**src/hw/rtl/dtcs_pkg.sv**
```systemverilog
// types and constants shared by the delete-to command sequencer
// no dependencies

package dtcs_pkg;

  localparam int OBJ_W   = 48;
  localparam int CNT_W   = 6;
  localparam int PADDR_W = 4;
  localparam int PDATA_W = 64;

  localparam logic [CNT_W-1:0] MAX_RESULTS = 6'd50;
  localparam logic             REG_START_POINT = 1'b0;

  typedef enum logic [1:0] {
    MODE_RAISE = 2'd0,
    MODE_DONE  = 2'd1,
    MODE_FAIL  = 2'd2,
    MODE_STOP  = 2'd3
  } mode_t;

  typedef enum logic [2:0] {
    CMD_DELETE = 3'd0,
    CMD_EMPTY  = 3'd1,
    CMD_MARKER = 3'd2,
    CMD_ERROR  = 3'd3,
    CMD_NONE   = 3'd4
  } cmd_t;

  typedef struct packed {
    logic             push;
    logic             flush;
    cmd_t             cmd;
    logic [OBJ_W-1:0] obj;
  } dtcs_emit_t;

  typedef struct packed {
    logic can_push;
    logic can_flush;
  } dtcs_ostat_t;

endpackage

```
**src/hw/rtl/dtcs_out_stage.sv**
```systemverilog
// result staging for the delete-to command sequencer: one lookahead entry
// that decides the last flag, and the output register; depends on dtcs_pkg

module dtcs_out_stage (
  input  logic                      clk,
  input  logic                      rst,
  input  dtcs_pkg::dtcs_emit_t      em,
  output dtcs_pkg::dtcs_ostat_t     st,
  output logic                      result_valid,
  input  logic                      result_stall,
  output logic [2:0]                command,
  output logic [dtcs_pkg::OBJ_W-1:0] object_number,
  output logic                      last
);
  import dtcs_pkg::*;

  logic             held_v;
  cmd_t             held_cmd;
  logic [OBJ_W-1:0] held_obj;
  logic             out_free;

  assign out_free     = !result_valid || !result_stall;
  assign st.can_push  = !held_v || out_free;
  assign st.can_flush = out_free;

  always_ff @(posedge clk) begin
    if (rst) begin
      result_valid <= 1'b0;
      held_v       <= 1'b0;
    end else begin
      if (em.flush && out_free) begin
        result_valid  <= 1'b1;
        command       <= held_v ? held_cmd : CMD_NONE;
        object_number <= held_v ? held_obj : '0;
        last          <= 1'b1;
        held_v        <= 1'b0;
      end else if (em.push) begin
        if (held_v) begin
          result_valid  <= 1'b1;
          command       <= held_cmd;
          object_number <= held_obj;
          last          <= 1'b0;
        end else if (out_free) begin
          result_valid <= 1'b0;
        end
        held_v   <= 1'b1;
        held_cmd <= em.cmd;
        held_obj <= em.obj;
      end else if (out_free) begin
        result_valid <= 1'b0;
      end
    end
  end

endmodule

```
**src/hw/rtl/delete_to_command_sequencer_core.sv**
```systemverilog
// top level of the delete-to command sequencer: register port, sequencer
// with a bit-serial carry scan; depends on dtcs_pkg and dtcs_out_stage
//
// usage:
//   input channel (item_valid / item_stall, mode, target) takes one
//   transaction at a time; item_stall stays high until every result of the
//   current transaction has been handed to the output register.
//   output channel (result_valid / result_stall, command, object_number,
//   last) gives one or more results per input transaction, the final one
//   with last set. a transaction that issues nothing gives a single none.
//   each counter step passes through the marker, target, scan and empty
//   states; the carry scan tests one trailing bit of the counter per cycle
//   unless a stalled receiver holds it.
//   results leave through a one-entry lookahead and an output register; a
//   stalled receiver holds the scan once both are full.
//   reset clears target, pending count and flags and loads the counter
//   with 1. writing start_point (offset 0) loads the counter and must be
//   done while idle.

module delete_to_command_sequencer_core #(
  parameter int COUNTER_BITS = 48
) (
  input  logic                          clk,
  input  logic                          rst,
  input  logic                          psel,
  input  logic                          penable,
  input  logic                          pwrite,
  input  logic [dtcs_pkg::PADDR_W-1:0]  paddr,
  input  logic [dtcs_pkg::PDATA_W-1:0]  pwdata,
  output logic [dtcs_pkg::PDATA_W-1:0]  prdata,
  output logic                          pready,
  input  logic                          item_valid,
  output logic                          item_stall,
  input  logic [1:0]                    mode,
  input  logic [dtcs_pkg::OBJ_W-1:0]    target,
  output logic                          result_valid,
  input  logic                          result_stall,
  output logic [2:0]                    command,
  output logic [dtcs_pkg::OBJ_W-1:0]    object_number,
  output logic                          last
);
  import dtcs_pkg::*;

  localparam int CB = COUNTER_BITS;

  typedef enum logic [5:0] {
    S_IDLE  = 6'b000001,
    S_MARK  = 6'b000010,
    S_TGT   = 6'b000100,
    S_SCAN  = 6'b001000,
    S_EMPTY = 6'b010000,
    S_DONE  = 6'b100000
  } state_t;

  state_t              state;
  logic [OBJ_W-1:0]    start_point;
  logic [CB-1:0]       reclaim_target;
  logic [CB-1:0]       progress;
  logic [CNT_W-1:0]    pending_count;
  logic [CNT_W-1:0]    n_out;
  logic                marker_dirty;
  logic                stopping;
  logic                faulted;
  logic [CB-1:0]       obj;
  logic [CB-1:0]       shr;
  logic [CB-1:0]       bmask;

  dtcs_emit_t          em;
  dtcs_ostat_t         ost;

  logic                cfg_wr;
  logic                in_accept;
  logic [63:0]         tgt64;
  logic [CB-1:0]       tgt;
  logic [63:0]         sp64;
  logic [CB-1:0]       cur_dec;
  logic                mark_hit;
  logic                scan_bit;
  logic                scan_hit;
  logic                empty_hit;
  logic                hit;
  logic                room;
  logic                proceed;
  logic                gate_ok;
  cmd_t                emit_cmd;
  logic [CB-1:0]       emit_obj;
  logic [63:0]         emit_obj64;

  // register port
  assign pready = 1'b1;
  assign cfg_wr = psel && penable && pwrite && pready && (paddr[3] == REG_START_POINT);
  assign prdata = (paddr[3] == REG_START_POINT) ?
                  {{(PDATA_W-OBJ_W){1'b0}}, start_point} : '0;

  assign tgt64 = {{(64-OBJ_W){1'b0}}, target};
  assign tgt   = tgt64[CB-1:0];
  assign sp64  = {{(64-OBJ_W){1'b0}}, pwdata[OBJ_W-1:0]};

  assign item_stall = (state != S_IDLE);
  assign in_accept  = item_valid && (state == S_IDLE);

  // emit decision for the current step
  assign gate_ok   = !stopping && !faulted && (pending_count == '0);
  assign cur_dec   = progress - {{(CB-1){1'b0}}, 1'b1};
  assign mark_hit  = (progress[7:0] == 8'd0) && marker_dirty;
  assign scan_bit  = shr[0] && (bmask != '0);
  assign scan_hit  = scan_bit && (obj != bmask);
  assign empty_hit = ((progress & cur_dec) == '0) || (progress[7:0] == 8'd0);

  always_comb begin
    hit      = 1'b0;
    emit_obj = progress;
    emit_cmd = CMD_NONE;
    unique case (state)
      S_MARK: begin
        hit      = gate_ok && mark_hit;
        emit_cmd = CMD_MARKER;
      end
      S_SCAN: begin
        hit      = scan_hit;
        emit_cmd = CMD_DELETE;
        emit_obj = obj;
      end
      S_EMPTY: begin
        hit      = empty_hit;
        emit_cmd = CMD_EMPTY;
      end
      S_IDLE: begin
        hit      = in_accept && (mode_t'(mode) == MODE_FAIL);
        emit_cmd = CMD_ERROR;
      end
      default: begin
        hit = 1'b0;
      end
    endcase
  end

  // the error result is always the only one of its transaction
  assign emit_obj64 = {{(64-CB){1'b0}}, emit_obj};
  assign room       = (state == S_IDLE) || (n_out < MAX_RESULTS);
  assign em.cmd     = emit_cmd;
  assign em.push    = hit && room && ost.can_push;
  assign em.obj     = (em.cmd == CMD_ERROR) ? '0 : emit_obj64[OBJ_W-1:0];
  assign em.flush   = (state == S_DONE);
  assign proceed    = !hit || !room || ost.can_push;

  // sequencer
  always_ff @(posedge clk) begin
    if (rst) begin
      state          <= S_IDLE;
      start_point    <= {{(OBJ_W-1){1'b0}}, 1'b1};
      reclaim_target <= '0;
      progress       <= {{(CB-1){1'b0}}, 1'b1};
      pending_count  <= '0;
      n_out          <= '0;
      marker_dirty   <= 1'b0;
      stopping       <= 1'b0;
      faulted        <= 1'b0;
    end else begin
      if (cfg_wr) begin
        start_point  <= pwdata[OBJ_W-1:0];
        progress     <= sp64[CB-1:0];
        marker_dirty <= 1'b0;
      end
      unique case (state)
        S_IDLE: begin
          if (in_accept) begin
            n_out <= '0;
            unique case (mode_t'(mode))
              MODE_RAISE: begin
                if (tgt > reclaim_target) begin
                  reclaim_target <= tgt;
                end
                state <= S_MARK;
              end
              MODE_DONE: begin
                if (pending_count != '0) begin
                  pending_count <= pending_count - 6'd1;
                end
                state <= (pending_count == 6'd1) ? S_MARK : S_DONE;
              end
              MODE_FAIL: begin
                if (pending_count != '0) begin
                  pending_count <= pending_count - 6'd1;
                end
                faulted <= 1'b1;
                state   <= S_DONE;
              end
              MODE_STOP: begin
                stopping <= 1'b1;
                state    <= S_DONE;
              end
              default: begin
                state <= S_DONE;
              end
            endcase
          end
        end
        S_MARK: begin
          if (!gate_ok) begin
            state <= S_DONE;
          end else if (proceed) begin
            if (mark_hit) begin
              marker_dirty <= 1'b0;
            end
            state <= S_TGT;
          end
        end
        S_TGT: begin
          obj   <= progress;
          shr   <= progress;
          bmask <= {{(CB-1){1'b0}}, 1'b1};
          state <= (reclaim_target <= progress) ? S_DONE : S_SCAN;
        end
        S_SCAN: begin
          if (!scan_bit) begin
            state <= S_EMPTY;
          end else if (proceed) begin
            obj   <= obj & ~bmask;
            shr   <= shr >> 1;
            bmask <= bmask << 1;
          end
        end
        S_EMPTY: begin
          if (proceed) begin
            progress     <= progress + {{(CB-1){1'b0}}, 1'b1};
            marker_dirty <= 1'b1;
            state        <= ((pending_count != '0) || em.push) ? S_DONE : S_MARK;
          end
        end
        S_DONE: begin
          if (ost.can_flush) begin
            state <= S_IDLE;
          end
        end
        default: begin
          state <= S_IDLE;
        end
      endcase
      if (em.push && (state != S_IDLE)) begin
        pending_count <= pending_count + 6'd1;
      end
      if (em.push && (state != S_IDLE)) begin
        n_out <= n_out + 6'd1;
      end
    end
  end

  dtcs_out_stage u_out (
    .clk           (clk),
    .rst           (rst),
    .em            (em),
    .st            (ost),
    .result_valid  (result_valid),
    .result_stall  (result_stall),
    .command       (command),
    .object_number (object_number),
    .last          (last)
  );

  a_pending_bound: assert property (@(posedge clk) disable iff (rst)
    pending_count <= MAX_RESULTS)
    else $error("pending count beyond result limit");

  a_scan_gated: assert property (@(posedge clk) disable iff (rst)
    (state == S_SCAN) |-> (!stopping && !faulted && reclaim_target > progress))
    else $error("scan running while blocked or at target");

  a_finish_last: assert property (@(posedge clk) disable iff (rst)
    (state == S_DONE && ost.can_flush) |=> (result_valid && last))
    else $error("finish without a last result");

  a_no_push_finish: assert property (@(posedge clk) disable iff (rst)
    (state == S_DONE) |-> !em.push)
    else $error("result pushed during finish");

endmodule

```
**config.mk**
```make
export PLATFORM = sky130hd
export DESIGN_NAME = delete_to_command_sequencer_core
export DESIGN_NICKNAME = d
export VERILOG_FILES = /design/src/hw/rtl/dtcs_pkg.sv /design/src/hw/rtl/dtcs_out_stage.sv /design/src/hw/rtl/delete_to_command_sequencer_core.sv
export SDC_FILE = /design/constraint.sdc
export NUM_CORES = 1
export LEC_CHECK = 0
export ABC_AREA = 0
export BUFFER_PORTS_ARGS = -buffer_cell sky130_fd_sc_hd__buf_2
export CELL_PAD_IN_SITES_DETAIL_PLACEMENT = 1
export CELL_PAD_IN_SITES_GLOBAL_PLACEMENT = 1
export CORE_MARGIN = 8
export CORE_UTILIZATION = 41
export DETAILED_ROUTE_END_ITERATION = 10
export GPL_ROUTABILITY_DRIVEN = 0
export PLACE_DENSITY_LB_ADDON = 0.12
export SLEW_MARGIN = 10
export SYNTH_ARGS = -nofsm -noshare
export SYNTH_HDL_FRONTEND = slang
export SYNTH_SLANG_ARGS = --single-unit
```
**constraint.sdc**
```tcl
create_clock -name clk -period 10.1 [get_ports clk]
set_input_delay 1.01 -clock clk [delete_from_list [all_inputs] [get_ports clk]]
set_output_delay 1.01 -clock clk [all_outputs]
set_load 0.005 [all_outputs]
```
* After elaboration in Yosys (flattened, before gate mapping) *
Index checks and enable logic that the tools add are counted.

operators by class
  $add $sub $neg = 5
  multiply operators = 0
  divide/modulo/power cells = 0
  order comparisons = 3
  equality and inequality tests = 20
  shift operators = 0
  multiplexer cells = 55
  bitwise operators = 6
  reductions and logical operators = 54

operators by type and width
  cell                                                                  count
  48-bit two-way mux                                                    15
  48-bit case mux with 2 select lines                                   3
  6-bit two-way mux                                                     17
  48-bit bitwise AND                                                    2
  48-bit by 1-bit adder with 48-bit output, second input constant       1
  48-bit > comparator                                                   1
  48-bit less-or-equal comparator                                       1
  48-bit logical NOT                                                    1
  48-bit != test                                                        1
  48-bit inverter                                                       1
  48-bit nonzero test                                                   1
  48-bit by 1-bit subtractor with 48-bit output, second input constant  1
  6-bit case mux with 6 select lines                                    1
  6-bit case mux with 3 select lines                                    1
  1-bit logical AND                                                     15
  2-bit nonzero test                                                    7
  6-bit by 1-bit adder with 6-bit output, second input constant         2
  6-bit by 1-bit == test with 1-bit output, second input constant       2
  3-bit two-way mux                                                     4
  2-bit != test, second input constant                                  6
  3-bit case mux with 4 select lines                                    1
  3-bit AND reduction                                                   4
  4-bit AND reduction                                                   3
  1-bit two-way mux                                                     11
  24 further kinds                                                      41

word-level totals
  flip-flop bits (word level) = 414
  bits in latches = 0
  memory bits (writable) = 0
  ROM bits = 0
  input port bits = 125
  output and inout bits = 119
  logic and storage cells = 162
  memories kept = 0

* Depth between registers and ports, before layout *
  depth in word-level cells = 11
  depth in mapped cells = 14

* By module *
From an unflattened synthesis, not the netlist that was laid out.

unflattened totals
  cells, all modules = 2,397
  area total of the unflattened synthesis = 22,343.9 um2

modules (own cells, without submodules)
  module                            times used  cells an instance  area an instance (um2)  sequential area each (um2)
  delete_to_command_sequencer_core  1           2,219              18,671.7                7,627.3
  dtcs_out_stage                    1           178                3,672.3                 3,133.0

* Worst setup path after synthesis *
Ideal clock, no wire load.

  path kind = flip-flop to flip-flop
  start point = register progress[0]
  end point = register bmask[0], enable pin
  arrival time = 9.029 ns
  setup slack = 0.376 ns
  cell stages (with the launch flop) = 13
  period minus slack after synthesis = 9.724 ns
  cell sequence = dfxtp_1 -> inv_1 -> ha_1 -> nor4b_4 -> nand4_1 -> clkbuf_1 -> nor4_1 -> o221ai_1 -> a2111oi_2 -> nand4_1 -> nand2_1 -> a21o_1 -> a21oi_1

between the ends
  word-level cells in the longest chain between the ends = 10
  elaborated cells between the ends (all ways) = 13
  classes of those cells = add/sub: 1; eq/ne: 1; mux: 1; bitwise: 1; reduce/logical: 9

ends and longest elaborated chain
  element                                        RTL line                                 text
  start, declared                                delete_to_command_sequencer_core.sv:58   logic [CB-1:0] progress;
  start signal, assigned                         delete_to_command_sequencer_core.sv:153  progress <= {{(CB-1){1'b0}}, 1'b1};
  start signal, assigned                         delete_to_command_sequencer_core.sv:162  progress <= sp64[CB-1:0];
  start signal, assigned                         delete_to_command_sequencer_core.sv:226  progress <= progress + {{(CB-1){1'b0}}, 1'b1};
  48-bit by 1-bit subtractor with 48-bit output  delete_to_command_sequencer_core.sv:104  assign cur_dec = progress - {{(CB-1){1'b0}}, 1'b1};
  48-bit bitwise AND                             delete_to_command_sequencer_core.sv:108  assign empty_hit = ((progress & cur_dec) == '0) || (progress[7:0] == 8'd0);
  48-bit logical NOT                             delete_to_command_sequencer_core.sv:108
  1-bit logical OR                               delete_to_command_sequencer_core.sv:108
  1-bit case mux with 4 select lines *           delete_to_command_sequencer_core.sv:114  unique case (state)
  1-bit logical NOT *                            delete_to_command_sequencer_core.sv:145  assign proceed = !hit || !room || ost.can_push;
  1-bit logical OR * (2 in series)               delete_to_command_sequencer_core.sv:145
  2-bit != test (no source line) *               -
  4-bit AND reduction (no source line) *         -
  end signal, assigned                           delete_to_command_sequencer_core.sv:212  bmask <= {{(CB-1){1'b0}}, 1'b1};
  end signal, assigned                           delete_to_command_sequencer_core.sv:221  bmask <= bmask << 1;
  end, declared                                  delete_to_command_sequencer_core.sv:66   logic [CB-1:0] bmask;

Mark *: on every way between the ends. The rest lies on a longest branch, timed or not.
A chain may end at the register's enable or synchronous reset.

* Final worst setup path *
  start point = register progress[1]
  end point = register u_out.object_number[41] (netlist bit), enable pin

between the ends
  word-level cells in the longest chain between the ends = 9
  elaborated cells between the ends (all ways) = 12
  classes of those cells = add/sub: 1; mux: 1; bitwise: 1; reduce/logical: 9

ends and longest elaborated chain
  element                                        RTL line                                 text
  48-bit by 1-bit subtractor with 48-bit output  delete_to_command_sequencer_core.sv:104
  48-bit bitwise AND                             delete_to_command_sequencer_core.sv:108
  48-bit logical NOT                             delete_to_command_sequencer_core.sv:108
  1-bit logical OR                               delete_to_command_sequencer_core.sv:108
  1-bit case mux with 4 select lines *           delete_to_command_sequencer_core.sv:114
  1-bit logical AND * (2 in series)              delete_to_command_sequencer_core.sv:142  assign em.push = hit && room && ost.can_push;
  2-bit nonzero test (no source line) *          -
  3-bit AND reduction (no source line) *         -
  end signal, assigned                           dtcs_out_stage.sv:34                     object_number <= held_v ? held_obj : '0;
  end signal, assigned                           dtcs_out_stage.sv:41                     object_number <= held_obj;
  end, declared                                  dtcs_out_stage.sv:12                     output logic [dtcs_pkg::OBJ_W-1:0] object_number,

Marked as above.

==> qor.yml <==
timing:
  setup_tns_ns: 0
  worstMarginPinSlew_ns: 1.241
  setup_violations: 0
  clock_skew_ns: 0.01651
  fmax_mhz: 179.1
  drv_slew: 0
  min_period_over_period_pct: 55.28
  fin_crit_ns: 5.583
  finalHoldViolations: 0
  relSlewSlack_pct: 16.98
  rsz0062_at_grt: "false"
logic_synthesis:
  yosysWarningCount: 0
  avgSynthCellArea_um2: 9.134
  synth_edf_count: 247
  netlist_instances: 2456
  ys.flop_type: "edfxtp_1"
  yosysSeqAreaShare_pct: 47.96
  syn-cell-area_um2: 22430
  async_flop_share_pct: 0
  synth.distinct_cells: 90
  ys_ff_latch: 414
pwr:
  p_comb_share_pct: 13.9
  swShare_pct: 28.07
  intPower_mw: 2.964
  p_seq_share_pct: 45.9
  ir_drop_mv: 0.1029
  p_leak_nw: 9.973
  power.share.clock_pct: 40.2
  pwr_density_cell_nw_per_um2: 163.0
  p_switching_mw: 1.156
final_layout:
  syn_to_final_growth_pct: 12.68
  nFillCells: 6200
  multiInputGateArea_um2: 10430
  drive_gt1_share_pct: 12.75
  layout.nets: 2856
  layout_common_cells: "548 x nand2_1, 247 x edfxtp_1, 206 x buf_2"
  seqCellArea_um2: 10760
  final_common_cell: "nand2_1"
  fin_cells: 3310
  utilization_pct: 46.88
clocking:
  cts_tree: "done"
  cts_buffer_depth: 3
  postCtsSetupRepairBufs: 0
  htreeDepth: 2
  cts_sinks: 414
  path_clk_slew_ns: 0.06
  worstSkewPairLatency_ns: 0.59
  post_cts_resized: 0
  cts-buffers-inserted: 47
  holdBufCountCts: 0
  cts-root-buf: "clkbuf_16"
die:
  fp.dieW_um: 249.9
  row_count: 85
  die_y_um: 249.9
  dieArea_um2: 62460
  start_util_pct: 41.61
  core_um2: 53920
  pin_count: 244
worst_setup_path:
  endpoint_kind: "flip-flop"
  setup.worst_path.start_class: "flip-flop"
  cp.required_ns: 10.31
  r2r_end: "u_out.object_number[41]$_DFFE_PP_"
  arrival_ns: 5.80
  reg2regPathDepth: 12
  critPathKind: "reg2reg"
  worstPathMaxFanout: 52
  rr_startpoint: "progress[1]$_SDFF_PP0_"
  rrSetupSlack_ns: 4.52
detailed_routing:
  dr.pass1.iters: 5
  num_vias: 18660
  drtAntennaViolNets: 0
  route.detailed.drc: 0
  wl_per_cell_um: 21.45
  drt_iter0_markers: 1202
  routed_wl_mm: 70.99
  via_per_inst: 5.638
placement:
  io_buffers: 207
  hpwl_mm: 51.95
  dp_cells: 3223
worst_hold_path:
  min_to: "start_point[41]$_SDFFE_PP0P_"
  hp-start: "start_point[41]$_SDFFE_PP0P_"
  hp-class: "reg2reg"
  hold-path-cell-count: 2
global_routing:
  grt-ovfl-total: 0
  grt_pass1_wl_mm: 111.4
  antenna_found_initial: 5
  grt_usage_pct: 22.10
  grt_max_degree: 120
  first_global_vias: 19570
run_status:
  outcome: "complete, no violations"
flow_run:
  maxCapViolCount: 0
## critical path, stage by stage (launching register included)
cell	delay, ns
dfxtp_1	0.38
inv_1	0.19
ha_1	0.25
nor4b_4	0.42
nand4_1	0.54
or4_1	0.66
a221o_1	0.34
nor4_4	0.29
nand4_1	0.27
a21boi_2	0.89
a21oi_1	0.25
nor2_4	0.12
buf_4	0.52
## worst max path at each step
stage | start | endpoint | slack [ns]
2_1_floorplan | progress[0]$_SDFF_PP1_ | bmask[0]$_SDFFCE_PN1P_ | 0.38
3_3_place_gp | progress[1]$_SDFF_PP0_ | u_out.object_number[42]$_DFFE_PP_ | 4.71
3_5_place_dp | progress[1]$_SDFF_PP0_ | u_out.object_number[42]$_DFFE_PP_ | 4.59
4_1_cts | progress[1]$_SDFF_PP0_ | u_out.object_number[41]$_DFFE_PP_ | 4.56
5_1_grt | progress[0]$_SDFF_PP1_ | u_out.object_number[42]$_DFFE_PP_ | 4.17
6_report | progress[1]$_SDFF_PP0_ | u_out.object_number[41]$_DFFE_PP_ | 4.52
## cells by family (layout without fill, tap and decap cells)
kind of cell	count (synthesis)	count (layout)	synth area share, %
and+or+nand+nor	1127	1127	24.02
AOI/OAI and AO/OA	378	378	10.91
other	2	19	0.03348
buffers and inverters	328	469	6.068
DFF	414	414	47.96
xor gates and xnor gates	2	2	0.07810
muxes	50	50	2.276
adders and majority gates	155	155	8.645
## registers in the layout (all words and copies together), names as in the netlist, 6 cells and up
name,flops
start_point,48
progress,48
n_out,6
u_out.held_obj,48
shr,48
bmask,48
obj,48
state,6
u_out.object_number,48
reclaim_target,48
pending_count,6
## synthesized netlist by cell type, types with 5 or more instances
cell type	number	area [um^2]
buf_6	5	56.30
buf_2	14	70.07
buf_4	20	150.1
nor4_2	5	62.56
a31oi_1	12	75.07
or4_1	8	60.06
a21o_1	23	172.7
o311ai_1	33	289.0
nand4_1	59	369.1
o211ai_1	8	60.06
and2_1	7	43.79
and4_1	6	52.55
nor4_1	41	256.5
nand3_1	70	350.3
inv_1	158	593.1
or3_1	12	75.07
and3_1	35	219.0
nand2_1	548	2057
clkbuf_1	108	405.4
o31ai_1	7	52.55
nor2_1	122	457.9
o21ai_1	37	185.2
nor3_1	70	350.3
a211oi_1	10	75.07
ha_1	155	1939
a21oi_1	141	705.7
dfxtp_1	167	3343
o21ai_0	36	180.2
edfxtp_1	247	7417
buf_1	19	71.32
nor2b_1	107	669.4
nor3b_1	7	52.55
nand4b_1	5	43.79
mux2i_1	48	480.5
o21a_1	9	67.56
## metal layers
layer / up-vias / track usage [%] / wire length, um
met5: - / 0 / 37
met4: 6 / 7.727 / 2465
met3: 129 / 4.043 / 3562
met2: 428 / 37.40 / 33800
met1: 9230 / 28.10 / 31120
li1: 8868 / - / -
## power by group through the flow
| stage | clock (mW) | sequential, mW | combinational, mW |
|---|---|---|---|
| floorplan | 0 | 1.90 | 0.393 |
| global placement | 0 | 1.92 | 0.551 |
| detailed placement | 0 | 1.93 | 0.571 |
| CTS | 1.70 | 1.89 | 0.575 |
| global route | 1.76 | 1.90 | 0.634 |
| finish | 1.66 | 1.89 | 0.573 |
## stage by stage
step	cell area (um^2)	power [mW]	setup WS (ns)	hold WS (ns)
2_1_floorplan	22490	2.298	0.3757	0.4318
3_3_place_gp	23830	2.474	4.709	0.4382
3_5_place_dp	23830	2.498	4.589	0.4466
4_1_cts	25270	4.165	4.558	0.4558
5_1_grt	25270	4.293	4.174	0.4661
6_report	25280	4.120	4.517	0.4522
## cell type report
class | instances | share of cell area [%]
Inverter | 162 | 2.420
Timing Repair Buffer | 222 | 4.569
Clock buffer | 64 | 5.064
Antenna cell | 2 | 0.01980
Tap cell | 696 | 3.445
Clock inverter | 21 | 0.6633
Multi-Input combinational cell | 1729 | 41.25
Sequential cell | 414 | 42.57
Note: power is estimated with default switching activity, not from simulation.
